**config.mk**
```make
export PLATFORM = sky130hd
export DESIGN_NAME = ascii_integer_parser
export DESIGN_NICKNAME = d
export VERILOG_FILES = /design/src/hdl/aip_pkg.sv /design/src/hdl/ascii_integer_parser.sv
export SDC_FILE = /design/constraint.sdc
export NUM_CORES = 2
export LEC_CHECK = 0
export ABC_AREA = 1
export BUFFER_PORTS_ARGS = -buffer_cell sky130_fd_sc_hd__buf_2
export CAP_MARGIN = 20
export CORE_AREA = 2 2 342 344
export DETAILED_ROUTE_END_ITERATION = 6
export DIE_AREA = 0 0 344 346
export GPL_TIMING_DRIVEN = 0
export SYNTH_ARGS = -nofsm -noshare
export SYNTH_HDL_FRONTEND = slang
export SYNTH_SLANG_ARGS = --single-unit
```
**constraint.sdc**
```tcl
create_clock -name i_clk -period 9.7 [get_ports i_clk]
set_input_delay 1.94 -clock i_clk [delete_from_list [all_inputs] [get_ports i_clk]]
set_output_delay 1.94 -clock i_clk [all_outputs]
set_load 0.005 [all_outputs]
```
**src/hdl/aip_pkg.sv**
```systemverilog
// Package for the ASCII integer parser: status and register index codes,
// character constants, keyword patterns, the digit decode and the whitespace test.
// No dependencies.
package aip_pkg;

    typedef logic [1:0] t_status;
    typedef logic [1:0] t_cfg_index;

    localparam t_status ST_OK        = 2'd0;
    localparam t_status ST_NO_DIGITS = 2'd1;
    localparam t_status ST_RANGE     = 2'd2;
    localparam t_status ST_TOO_LONG  = 2'd3;

    localparam t_cfg_index CFG_SIGNED_MODE = 2'd0;
    localparam t_cfg_index CFG_LOWER_LIMIT = 2'd1;
    localparam t_cfg_index CFG_UPPER_LIMIT = 2'd2;

    localparam logic [63:0] RST_LOWER_LIMIT = 64'hFFFF_FFFF_8000_0000;
    localparam logic [63:0] RST_UPPER_LIMIT = 64'h0000_0000_7FFF_FFFF;
    localparam logic [63:0] SIGN_BIT        = 64'h8000_0000_0000_0000;

    localparam logic [7:0] CH_NUL   = 8'h00;
    localparam logic [7:0] CH_SPACE = 8'h20;
    localparam logic [7:0] CH_TAB   = 8'h09;
    localparam logic [7:0] CH_CR    = 8'h0D;
    localparam logic [7:0] CH_PLUS  = 8'h2B;
    localparam logic [7:0] CH_MINUS = 8'h2D;
    localparam logic [7:0] CH_0     = 8'h30;
    localparam logic [7:0] CH_1     = 8'h31;
    localparam logic [7:0] CH_7     = 8'h37;
    localparam logic [7:0] CH_9     = 8'h39;
    localparam logic [7:0] CH_UA    = 8'h41;
    localparam logic [7:0] CH_UF    = 8'h46;
    localparam logic [7:0] CH_UX    = 8'h58;
    localparam logic [7:0] CH_LA    = 8'h61;
    localparam logic [7:0] CH_LF    = 8'h66;
    localparam logic [7:0] CH_LX    = 8'h78;

    localparam logic [31:0] KW_IMAX = "imax";
    localparam logic [31:0] KW_IMIN = "imin";
    localparam logic [31:0] KW_UMAX = "umax";

    localparam logic [4:0] DIGIT_NONE = 5'd16;

    // Value of a hexadecimal digit character, or DIGIT_NONE for anything else.
    function automatic logic [4:0] f_digit(input logic [7:0] c);
        logic [4:0] d;
        d = DIGIT_NONE;
        if (c >= CH_0 && c <= CH_9) begin
            d = {1'b0, c[3:0]};
        end else if ((c >= CH_LA && c <= CH_LF) || (c >= CH_UA && c <= CH_UF)) begin
            d = 5'(c[3:0]) + 5'd9;
        end
        return d;
    endfunction

    function automatic logic f_is_space(input logic [7:0] c);
        return (c == CH_SPACE) || (c >= CH_TAB && c <= CH_CR);
    endfunction

endpackage

```
**src/hdl/ascii_integer_parser.sv**
```systemverilog
// ASCII integer parser top level: byte stream in, one result per string out.
// The transfer of the zero byte loads the evaluation stage, which passes its result
// on to the output register that drives o_res_valid; each stage holds under backpressure.
// Throughput: one byte per cycle while o_char_ready is high; decimal, octal and hex
// accumulators run in parallel, each doing one constant multiply-add per byte.
// Reset (synchronous, active low) empties the pipeline and the string state
// and loads the configuration registers with signed mode and the default limits.
// Depends on aip_pkg.
module ascii_integer_parser #(
    parameter int MAX_LEN = 255
) (
    input  logic                 i_clk,
    input  logic                 i_rst_n,
    input  logic                 i_cfg_valid,
    output logic                 o_cfg_ready,
    input  aip_pkg::t_cfg_index  i_cfg_index,
    input  logic [63:0]          i_cfg_data,
    input  logic                 i_char_valid,
    output logic                 o_char_ready,
    input  logic [7:0]           i_character,
    output logic                 o_res_valid,
    input  logic                 i_res_ready,
    output logic                 o_success,
    output aip_pkg::t_status     o_status,
    output logic [63:0]          o_number,
    output logic [7:0]           o_consumed
);
    import aip_pkg::*;

    localparam int POS_W  = $clog2(MAX_LEN + 2);
    localparam int USED_W = (POS_W > 8) ? POS_W : 8;

    localparam logic [1:0] D_WS     = 2'd0;
    localparam logic [1:0] D_SIGNED = 2'd1;
    localparam logic [1:0] D_DIGITS = 2'd2;
    localparam logic [1:0] D_DONE   = 2'd3;

    // Configuration registers.
    logic        r_signed_mode;
    logic [63:0] r_lower_limit;
    logic [63:0] r_upper_limit;

    // String state.
    logic [POS_W-1:0] r_pos;
    logic [7:0]       r_head [0:3];

    logic [1:0]       r_dec_phase, n_dec_phase;
    logic             r_dec_neg, n_dec_neg;
    logic             r_dec_any, n_dec_any;
    logic             r_dec_ovf, n_dec_ovf;
    logic [63:0]      r_dec_mag, n_dec_mag;
    logic [POS_W-1:0] r_dec_end, n_dec_end;

    logic             r_oct_run, r_oct_any, r_oct_ovf;
    logic [63:0]      r_oct_mag;
    logic [POS_W-1:0] r_oct_end;

    logic             r_hex_run, r_hex_any, r_hex_ovf;
    logic [63:0]      r_hex_mag;
    logic [POS_W-1:0] r_hex_end;

    // Evaluation stage and output register.
    logic             r_a_valid;
    t_status          r_a_status;
    logic             r_a_check;
    logic [63:0]      r_a_value;
    logic [POS_W-1:0] r_a_used;

    logic             r_o_valid;
    t_status          r_o_status;
    logic [63:0]      r_o_number;
    logic [7:0]       r_o_consumed;

    logic             char_xfer, term, a_free, o_free;
    logic [4:0]       dig;
    logic [67:0]      dec_wide, dec_prod;
    logic [POS_W-1:0] pos_inc;

    assign o_cfg_ready  = 1'b1;
    assign o_free       = !r_o_valid || i_res_ready;
    assign a_free       = !r_a_valid || o_free;
    assign o_char_ready = a_free;
    assign char_xfer    = i_char_valid && o_char_ready;
    assign term         = char_xfer && (i_character == CH_NUL);
    assign dig          = f_digit(i_character);
    assign pos_inc      = r_pos + POS_W'(1);
    assign dec_wide     = {4'b0, r_dec_mag};
    assign dec_prod     = (dec_wide << 3) + (dec_wide << 1) + 68'(dig);

    always_ff @(posedge i_clk) begin
        if (!i_rst_n) begin
            r_signed_mode <= 1'b1;
            r_lower_limit <= RST_LOWER_LIMIT;
            r_upper_limit <= RST_UPPER_LIMIT;
        end else if (i_cfg_valid) begin
            unique case (i_cfg_index)
                CFG_SIGNED_MODE: r_signed_mode <= i_cfg_data[0];
                CFG_LOWER_LIMIT: r_lower_limit <= i_cfg_data;
                CFG_UPPER_LIMIT: r_upper_limit <= i_cfg_data;
                default: ;
            endcase
        end
    end

    // Decimal scanner: whitespace, optional sign, then decimal digits.
    always_comb begin
        n_dec_phase = r_dec_phase;
        n_dec_neg   = r_dec_neg;
        n_dec_any   = r_dec_any;
        n_dec_ovf   = r_dec_ovf;
        n_dec_mag   = r_dec_mag;
        n_dec_end   = r_dec_end;
        unique case (r_dec_phase) inside
            D_WS: begin
                if (dig < 5'd10) begin
                    n_dec_phase = D_DIGITS;
                    n_dec_any   = 1'b1;
                    n_dec_ovf   = r_dec_ovf || (dec_prod[67:64] != 4'd0);
                    n_dec_mag   = dec_prod[63:0];
                    n_dec_end   = pos_inc;
                end else if (i_character == CH_PLUS || i_character == CH_MINUS) begin
                    n_dec_phase = D_SIGNED;
                    n_dec_neg   = (i_character == CH_MINUS);
                end else if (!f_is_space(i_character)) begin
                    n_dec_phase = D_DONE;
                end
            end
            D_SIGNED, D_DIGITS: begin
                if (dig < 5'd10) begin
                    n_dec_phase = D_DIGITS;
                    n_dec_any   = 1'b1;
                    n_dec_ovf   = r_dec_ovf || (dec_prod[67:64] != 4'd0);
                    n_dec_mag   = dec_prod[63:0];
                    n_dec_end   = pos_inc;
                end else begin
                    n_dec_phase = D_DONE;
                end
            end
            D_DONE: ;
            default: ;
        endcase
    end

    always_ff @(posedge i_clk) begin
        if (!i_rst_n || term) begin
            r_pos       <= '0;
            r_head[0]   <= CH_NUL;
            r_head[1]   <= CH_NUL;
            r_head[2]   <= CH_NUL;
            r_head[3]   <= CH_NUL;
            r_dec_phase <= D_WS;
            r_dec_neg   <= 1'b0;
            r_dec_any   <= 1'b0;
            r_dec_ovf   <= 1'b0;
            r_dec_mag   <= '0;
            r_dec_end   <= '0;
            r_oct_run   <= 1'b1;
            r_oct_any   <= 1'b0;
            r_oct_ovf   <= 1'b0;
            r_oct_mag   <= '0;
            r_oct_end   <= '0;
            r_hex_run   <= 1'b1;
            r_hex_any   <= 1'b0;
            r_hex_ovf   <= 1'b0;
            r_hex_mag   <= '0;
            r_hex_end   <= '0;
        end else if (char_xfer) begin
            if (r_pos <= POS_W'(MAX_LEN)) begin
                r_pos <= pos_inc;
            end
            if (r_pos < POS_W'(4)) begin
                r_head[r_pos[1:0]] <= i_character;
            end
            r_dec_phase <= n_dec_phase;
            r_dec_neg   <= n_dec_neg;
            r_dec_any   <= n_dec_any;
            r_dec_ovf   <= n_dec_ovf;
            r_dec_mag   <= n_dec_mag;
            r_dec_end   <= n_dec_end;
            if (r_oct_run) begin
                if (dig < 5'd8) begin
                    r_oct_any <= 1'b1;
                    r_oct_ovf <= r_oct_ovf || (r_oct_mag[63:61] != 3'd0);
                    r_oct_mag <= {r_oct_mag[60:0], dig[2:0]};
                    r_oct_end <= pos_inc;
                end else begin
                    r_oct_run <= 1'b0;
                end
            end
            if (r_hex_run && r_pos >= POS_W'(2)) begin
                if (dig < DIGIT_NONE) begin
                    r_hex_any <= 1'b1;
                    r_hex_ovf <= r_hex_ovf || (r_hex_mag[63:60] != 4'd0);
                    r_hex_mag <= {r_hex_mag[59:0], dig[3:0]};
                    r_hex_end <= pos_inc;
                end else begin
                    r_hex_run <= 1'b0;
                end
            end
        end
    end

    // End of string: pick the base, keywords and the magnitude checks.
    logic [31:0]      head32;
    logic             is_hex_pfx, is_oct_pfx, use_hex, use_oct;
    logic             kw_hit, minus_fail, sel_any, sel_ovf, sel_neg, range_bad;
    logic [63:0]      kw_val, sel_mag, sel_v;
    logic [POS_W-1:0] kw_used, sel_end;
    t_status          a_status;

    assign head32     = {r_head[0], r_head[1], r_head[2], r_head[3]};
    assign is_hex_pfx = (r_head[0] == CH_0) && (r_head[1] == CH_LX || r_head[1] == CH_UX);
    assign is_oct_pfx = (r_head[0] == CH_0) && (r_head[1] >= CH_0 && r_head[1] <= CH_7);
    assign use_hex    = is_hex_pfx && r_hex_any;
    assign use_oct    = is_oct_pfx || (is_hex_pfx && !r_hex_any);
    assign minus_fail = !r_signed_mode && (r_head[0] == CH_MINUS) && (r_head[1] != CH_1);

    always_comb begin
        kw_hit  = 1'b0;
        kw_val  = r_upper_limit;
        kw_used = POS_W'(4);
        if (r_signed_mode) begin
            if (head32 == KW_IMAX && r_upper_limit != 64'd0) begin
                kw_hit = 1'b1;
            end else if (head32 == KW_IMIN && r_lower_limit != 64'd0) begin
                kw_hit = 1'b1;
                kw_val = r_lower_limit;
            end
        end else begin
            if (head32 == KW_IMAX) begin
                kw_hit = 1'b1;
                kw_val = r_upper_limit >> 1;
            end else if (head32 == KW_UMAX) begin
                kw_hit = 1'b1;
            end else if (r_head[0] == CH_MINUS && r_head[1] == CH_1) begin
                kw_hit  = 1'b1;
                kw_used = POS_W'(2);
            end
        end
    end

    always_comb begin
        if (use_hex) begin
            sel_any = r_hex_any;
            sel_ovf = r_hex_ovf;
            sel_mag = r_hex_mag;
            sel_end = r_hex_end;
            sel_neg = 1'b0;
            sel_v   = r_hex_mag;
        end else if (use_oct) begin
            sel_any = r_oct_any;
            sel_ovf = r_oct_ovf;
            sel_mag = r_oct_mag;
            sel_end = r_oct_end;
            sel_neg = 1'b0;
            sel_v   = r_oct_mag;
        end else begin
            sel_any = r_dec_any;
            sel_ovf = r_dec_ovf;
            sel_mag = r_dec_mag;
            sel_end = r_dec_end;
            sel_neg = r_dec_neg;
            sel_v   = r_dec_neg ? (64'd0 - r_dec_mag) : r_dec_mag;
        end
        range_bad = sel_mag[63] && (!sel_neg || (sel_mag[62:0] != 63'd0));
        if (r_pos > POS_W'(MAX_LEN)) begin
            a_status = ST_TOO_LONG;
        end else if (kw_hit) begin
            a_status = ST_OK;
        end else if (minus_fail || !sel_any) begin
            a_status = ST_NO_DIGITS;
        end else if (sel_ovf || (r_signed_mode && range_bad)) begin
            a_status = ST_RANGE;
        end else begin
            a_status = ST_OK;
        end
    end

    always_ff @(posedge i_clk) begin
        if (!i_rst_n) begin
            r_a_valid <= 1'b0;
        end else if (a_free) begin
            r_a_valid <= term;
        end
        if (term) begin
            r_a_status <= a_status;
            r_a_check  <= (a_status == ST_OK) && !kw_hit;
            r_a_value  <= kw_hit ? kw_val : sel_v;
            r_a_used   <= kw_hit ? kw_used : sel_end;
        end
    end

    // Limit check against the configured range.
    logic              limit_bad, b_ok;
    t_status           b_status;
    logic [USED_W-1:0] used_ext;

    always_comb begin
        if (r_signed_mode) begin
            limit_bad = ((r_a_value ^ SIGN_BIT) < (r_lower_limit ^ SIGN_BIT))
                     || ((r_a_value ^ SIGN_BIT) > (r_upper_limit ^ SIGN_BIT));
        end else begin
            limit_bad = r_a_value > r_upper_limit;
        end
        b_status = (r_a_check && limit_bad) ? ST_RANGE : r_a_status;
        b_ok     = (b_status == ST_OK);
        used_ext = USED_W'(r_a_used);
    end

    always_ff @(posedge i_clk) begin
        if (!i_rst_n) begin
            r_o_valid <= 1'b0;
        end else if (o_free) begin
            r_o_valid <= r_a_valid;
        end
        if (o_free && r_a_valid) begin
            r_o_status   <= b_status;
            r_o_number   <= b_ok ? r_a_value : 64'd0;
            r_o_consumed <= b_ok ? used_ext[7:0] : 8'd0;
        end
    end

    assign o_res_valid = r_o_valid;
    assign o_status    = r_o_status;
    assign o_success   = (r_o_status == ST_OK);
    assign o_number    = r_o_number;
    assign o_consumed  = r_o_consumed;

    a_fail_clears: assert property (@(posedge i_clk) disable iff (!i_rst_n)
        (o_res_valid && !o_success) |-> (o_number == 64'd0 && o_consumed == 8'd0))
        else $error("Failed result carries a nonzero number or count.");

    a_pos_bound: assert property (@(posedge i_clk) disable iff (!i_rst_n)
        r_pos <= POS_W'(MAX_LEN + 1))
        else $error("Position counter passed its saturation point.");

    a_term_fills: assert property (@(posedge i_clk) disable iff (!i_rst_n)
        term |=> (r_a_valid && r_pos == '0 && r_dec_phase == D_WS))
        else $error("End of string did not start evaluation and clear the scanners.");

    a_stage_hold: assert property (@(posedge i_clk) disable iff (!i_rst_n)
        (r_a_valid && !o_free) |=> (r_a_valid && $stable(r_a_value)))
        else $error("Evaluation stage lost or changed a result under backpressure.");

    a_no_accept_full: assert property (@(posedge i_clk) disable iff (!i_rst_n)
        (r_a_valid && !o_free) |-> !o_char_ready)
        else $error("Input taken while the evaluation stage is blocked.");

endmodule
```
# After elaboration in Yosys (flattened, before gate mapping)
# Memory sizes are Yosys's and may differ from the RTL's.
# Cells that the tools add are included.
[word_totals]
ff_bits = 516
ramBits = 32
input_bits = 79
out_inout_bits = 78
elab_cells = 201
mem_count = 1
[memory_table]
columns = ["name", "words", "width", "rd", "rd_ports_with_merged_regs", "wr", "line", "text"]
rows = [
  ["r_head", 4, 8, 4, 0, 4, "ascii_integer_parser.sv:45", "logic [7:0] r_head [0:3];"],
]
[classes]
addsub = 5
n_lt_le_gt_ge = 20
n_eq_ne = 17
mux = 53
n_bitwise = 5
n_reduce_logical = 71
[ops]
columns = ["op", "count"]
rows = [
  ["64-bit two-way mux", 10],
  ["64-bit > comparator", 2],
  ["64-bit nonzero test", 2],
  ["32-bit by 31-bit == test with 1-bit output, second input constant", 3],
  ["67-bit by 65-bit adder with 68-bit output", 1],
  ["68-bit by 5-bit adder with 68-bit output", 1],
  ["64-bit less-than comparator", 1],
  ["1-bit by 64-bit subtractor with 64-bit output, first input constant", 1],
  ["63-bit nonzero test", 1],
  ["8-bit by 6-bit == test with 1-bit output, second input constant", 6],
  ["8-bit two-way mux", 4],
  ["1-bit two-way mux", 23],
  ["1-bit logical AND", 22],
  ["2-bit two-way mux", 9],
  ["8-bit by 7-bit == test with 1-bit output, second input constant", 2],
  ["8-bit by 6-bit greater-or-equal comparator with 1-bit output, second input constant", 2],
  ["8-bit by 7-bit greater-or-equal comparator with 1-bit output, second input constant", 2],
  ["8-bit by 6-bit less-or-equal comparator with 1-bit output, second input constant", 2],
  ["8-bit by 7-bit less-or-equal comparator with 1-bit output, second input constant", 2],
  ["1-bit logical OR", 15],
  ["3-bit AND reduction", 5],
  ["3-bit two-way mux", 4],
  ["2-bit logical NOT", 5],
  ["5-bit by 4-bit less-than comparator with 1-bit output, second input constant", 2],
  ["26 further kinds", 44],
]

# Longest topological paths before layout
# An unclocked memory read counts as a cell.
[depth]
depth_word = 19
ltp_mapped = 28
mapped_depth_nobuf = 28

# Worst setup path before layout
# OpenSTA, ideal clock, no wires.
[synth_timing]
kind = "in2reg"
startpoint = "input port i_character[1]"
endpoint = "memory r_head[1][0], enable pin"
setup_ns = 0.302
t_arrival_ns = 9.174
t_required_ns = 9.398
slack_ns = 0.225
cell_stages = 11
n_path_buf = 0
cell_sequence = "inv_1 -> ha_1 -> nand2_2 -> nor2_1 -> inv_1 -> nor3_1 -> nor2_1 -> nand2_1 -> nor2_1 -> nand2_1 -> nand2_1"
[synth_rtl]
columns = ["item", "line", "text"]
rows = [
  ["start: declaration", "ascii_integer_parser.sv:20", "input logic [7:0] i_character,"],
  ["end: declaration", "ascii_integer_parser.sv:45", ""],
]

# Worst setup path after layout
[layout_timing]
startpoint = "input port i_character[1]"
endpoint = "register r_dec_mag[58]"
[layout_via]
elab_chain_len = 7
word_cells_on_any_way = 19
cone_classes = "2 x add/sub; 7 x order compare; 2 x mux; 8 x reduce/logical"
[layout_rtl]
columns = ["item", "line", "text"]
rows = [
  ["8-bit by 7-bit greater-or-equal comparator with 1-bit output / 8-bit by 7-bit less-or-equal comparator with 1-bit output (equally long branches)", "aip_pkg.sv:51", "end else if ((c >= CH_LA && c <= CH_LF) || (c >= CH_UA && c <= CH_UF)) begin"],
  ["1-bit logical AND", "aip_pkg.sv:51", ""],
  ["1-bit logical OR", "aip_pkg.sv:51", ""],
  ["5-bit two-way mux", "aip_pkg.sv:51", ""],
  ["5-bit two-way mux *", "aip_pkg.sv:49", "if (c >= CH_0 && c <= CH_9) begin"],
  ["named net dig[2]", "ascii_integer_parser.sv:75", "logic [4:0] dig;"],
  ["parallel branches: the longest is 2 deep, another holds 68-bit by 5-bit adder with 68-bit output", "n/a", ""],
  ["end signal: assignment", "ascii_integer_parser.sv:178", "r_dec_mag <= n_dec_mag;"],
  ["end: declaration", "ascii_integer_parser.sv:51", "logic [63:0] r_dec_mag, n_dec_mag;"],
]
# Mark *: on every way through the listed nets, which the timed path passes.
# A chain may end at the register's enable or synchronous reset.

==> implementation parameters <==
Parameter                              Value

Run status
  Status ... completed

GRT
  Total routing usage reported by global routing ... 0.219
  Wire length of the first global-routing pass ... 200 mm
  Vias in the first global route ... 32616
  Pin count of the biggest net entering global routing ... 33
  Congestion Overflow GR ... 0
  Antenna violations before repair ... 2

Logic synthesis
  Compound-gate portion of the synthesized area ... 0.215
  FFs w/ async S/R, synth ... 0
  Share of synthesized cell area in full adder, half adder and majority cells ... 0.0976
  Syn Std Cell Area ... 0.0343 mm²
  Mux share of post-synthesis cell area ... 0.000292
  Leading register cell type out of synthesis ... dfxtp_1
  Gate count after technology mapping ... 4776
  Main combinational cell family by area after synthesis ... simple AND/OR/NAND/NOR gates
  Fraction of the mapped netlist area in simple logic gates ... 0.217
  Post-synthesis share of cell area spent on xor and xnor gates ... 0.0128
  Unique cell type count in the Yosys netlist ... 63
  Cell taking the most area after synthesis ... dfxtp_1
  Seq/Total Area, Yosys ... 0.372
  Main area contributors after synthesis ... dfxtp_1, edfxtp_1, ha_1
  Share of the synthesized area in the top cell type ... 0.214
  Number of enable-type register cells in the synthesized netlist ... 181
  Flops & latches, synth ... 548
  Post-Syn Area per Cell ... 7.19 µm²
  Syn nets ... 5121
  Synth Warn # ... 0

Clocking
  Clock tree from TritonCTS ... built
  Deepest level of the CTS H-tree ... 2
  Clock tree root buffer cell ... clkbuf_16
  Clk buf depth ... 3
  Total of cells resized after clock tree synthesis ... 0
  Number of hold buffers added after CTS ... 0
  Post-CTS setup buffers ... 0
  Clock slew at the register clock pins of the worst setup and hold paths ... 0.06 ns
  Clock Sink Count ... 548
  Clock latency of the later-clocked register in the worst-skew pair ... 0.66 ns
  Clock buffer count from CTS ... 61

Timing
  Final-layout worst hold slack ... 0.457 ns
  Max_slew headroom ... 0.233
  Final worst-path cycle share ... 0.646
  Final TNS setup ... 0 ns
  Worst Skew ... 0.0235 ns
  Fmax ... 160 MHz
  Setup violation total in the final timing report ... 0
  Max-slew violation count ... 0
  Final critical-path required period ... 6.27 ns
  Slew at the pin with the worst max-slew slack ... 1.14 ns
  Fin. Hold Viols ... 0
  Unrepaired setup endpoints after global routing ... false

Finish
  Layout area overhead ... 14.0%
  Final-layout fill cell count ... 12542
  Most used cells in the layout excluding fill and tap cells ... nand2_1, nor2_1, o21ai_0, a21oi_1, inv_1
  Final Util ... 0.339
  Layout cell share with drive strength beyond 1 ... 0.0756
  Leading cell type in the layout, fill and taps excluded ... nand2_1
  Number of nets at the end of the flow ... 5349
  Count of inserted antenna diode cells ... 0
  Area of all placed cells without fillers ... 0.0391 mm²

Placement
  DP Area ... 0.0372 mm²
  Post-detailed-placement half-perimeter wirelength ... 109 mm
  Number of port buffers ... 155
  Final weighted congestion in routability-driven placement ... 0.984

Route
  Average vias per placed instance ... 5.21
  Antenna-violating nets left ... 0
  Routed vias ... 34288
  Routed wire length per instance ... 20.5 µm
  Final routed wirelength across all metal layers ... 135 mm
  Count of routing violations after the opening detailed-route iteration ... 3366
  Post-detailed-route DRC marker count ... 0
  1st-pass router iterations ... 6

Pwr
  Overall power after layout ... 5.60 mW
  Static leakage power ... 17.6 nW
  VDD IR-drop max ... 0.000151 V
  Power Density ... 143 mW/mm²

Critical path
  CP endpoint kind ... flip-flop
  Kind of critical path ... in2reg
  Data required time at the worst endpoint ... 10.24 ns
  Maximum net fanout on the critical path ... 7
  Arrival time worst endpoint ... 6.81 ns
  Crit start category ... primary input
  Reg2Reg Depth ... 10

Job
  Number of maximum-capacitance violations ... 0

Die
  Horizontal extent of the die ... 344 µm
  Number of core rows ... 125
  Core Area ... 0.115 mm²
  Die extent in y ... 346 µm
  IO Pins ... 157
  Die area ... 0.119 mm²
  Starting density of the core ... 0.297

Min path
  Worst hold stages ... 2
  Hold Path Class ... reg2reg
[area by class of cell]
type                       count  area [µm²]  area share
clock inverter                32         319     0.00815
sequential                   548       12800       0.327
timing repair buffer         165         906      0.0231
tap                         1524        1910      0.0487
clock buffer                  81        1670      0.0428
inverter                     533        2000      0.0511
buffer                       211         941      0.0240
multi-input combinational   3484       18600       0.476
[flip-flops by register name, indices dropped and copies added, names as in the netlist, 9 cells and up]
register / cells
o_number: 64
r_a_value: 64
r_dec_mag: 64
r_hex_mag: 64
r_lower_limit: 64
r_oct_mag: 64
r_upper_limit: 64
r_head: 32
r_pos: 9
[logic make-up after synthesis]
| family | after synthesis |
|---|---|
| and+or+nand+nor | 1804 |
| AOI/OAI and AO/OA | 1362 |
| buffers and inverters | 744 |
| DFF | 548 |
| adders and majority gates | 266 |
| xor gates and xnor gates | 50 |
| other | 1 |
| muxes | 1 |
[critical path, cell delays in order]
cell	delay, ns
buf_2	0.11
inv_1	0.25
ha_1	0.23
inv_1	0.07
nand3_1	0.10
nand3_1	0.16
o21ai_2	0.25
nand2_1	0.15
inv_1	0.17
ha_1	0.26
ha_1	0.33
fa_1	0.44
nand3_1	0.09
nand3_1	0.14
a21oi_1	0.39
o21ai_1	0.25
nand2_1	0.11
nand2_1	0.17
a21oi_1	0.43
o21ai_0	0.28
a21oi_1	0.17
o21ai_0	0.14
nand2_1	0.11
inv_1	0.04
[power by group]
| group | switching, mW | internal, mW | leakage [nW] |
|---|---|---|---|
| logic | 0.493 | 0.218 | 11.9 |
| registers | 0.0710 | 2.44 | 4.75 |
| clock network | 1.04 | 1.34 | 0.969 |
[per-layer routing]
| layer | vias up | GRT usage | routed length (µm) |
|---|---|---|---|
| met5 | - | 0 | 0 |
| met2 | 1231 | 0.364 | 62600 |
| li1 | 16667 | - | - |
| met4 | 0 | 0.0874 | 5660 |
| met3 | 253 | 0.0250 | 8360 |
| met1 | 16137 | 0.286 | 58100 |
[final timing paths]
kind | start | end | slack, ns
worst max-delay path | i_character[1] | r_dec_mag[58]$_SDFFE_PP0P_ | 3.43
worst min-delay path | r_hex_end[6]$_SDFFE_PP0P_ | r_hex_end[6]$_SDFFE_PP0P_ | 0.46
worst max register to register | o_res_valid$_SDFFE_PN0P_ | r_head[3][5]$_DFFE_PP_ | 5.20
worst min register to register | r_hex_end[6]$_SDFFE_PP0P_ | r_hex_end[6]$_SDFFE_PP0P_ | 0.46
[Yosys cell counts, types with 4 or more instances]
master    instances
a211oi_2          4
a21boi_0          7
a21o_1           12
a21oi_1         541
a31oi_1          50
buf_1            14
buf_2            50
buf_4            11
buf_6             6
clkbuf_1        130
dfxtp_1         367
edfxtp_1        181
ha_1            263
inv_1           522
inv_2            10
nand2_1         757
nand2_2           5
nand3_1         151
nand3_2           6
nand3b_1          7
nand4_1          55
nor2_1          712
nor2_2            9
nor3_1           46
nor4_1           38
o211ai_1         90
o21a_1           12
o21ai_0         565
o21ai_1          36
o21bai_1         14
o31ai_1           7
o41ai_1           4
xnor2_1          19
xor2_1           31
[per-stage QoR]
stage / setup slack [ns] / instances
after floorplan: 0.225 / 4776
after global placement: -7.09 / 6455
after detailed placement: 2.82 / 6465
after CTS: 3.49 / 6578
after global routing: 3.14 / 6578
final: 3.43 / 6578
Power figures use the tool's default switching activity.
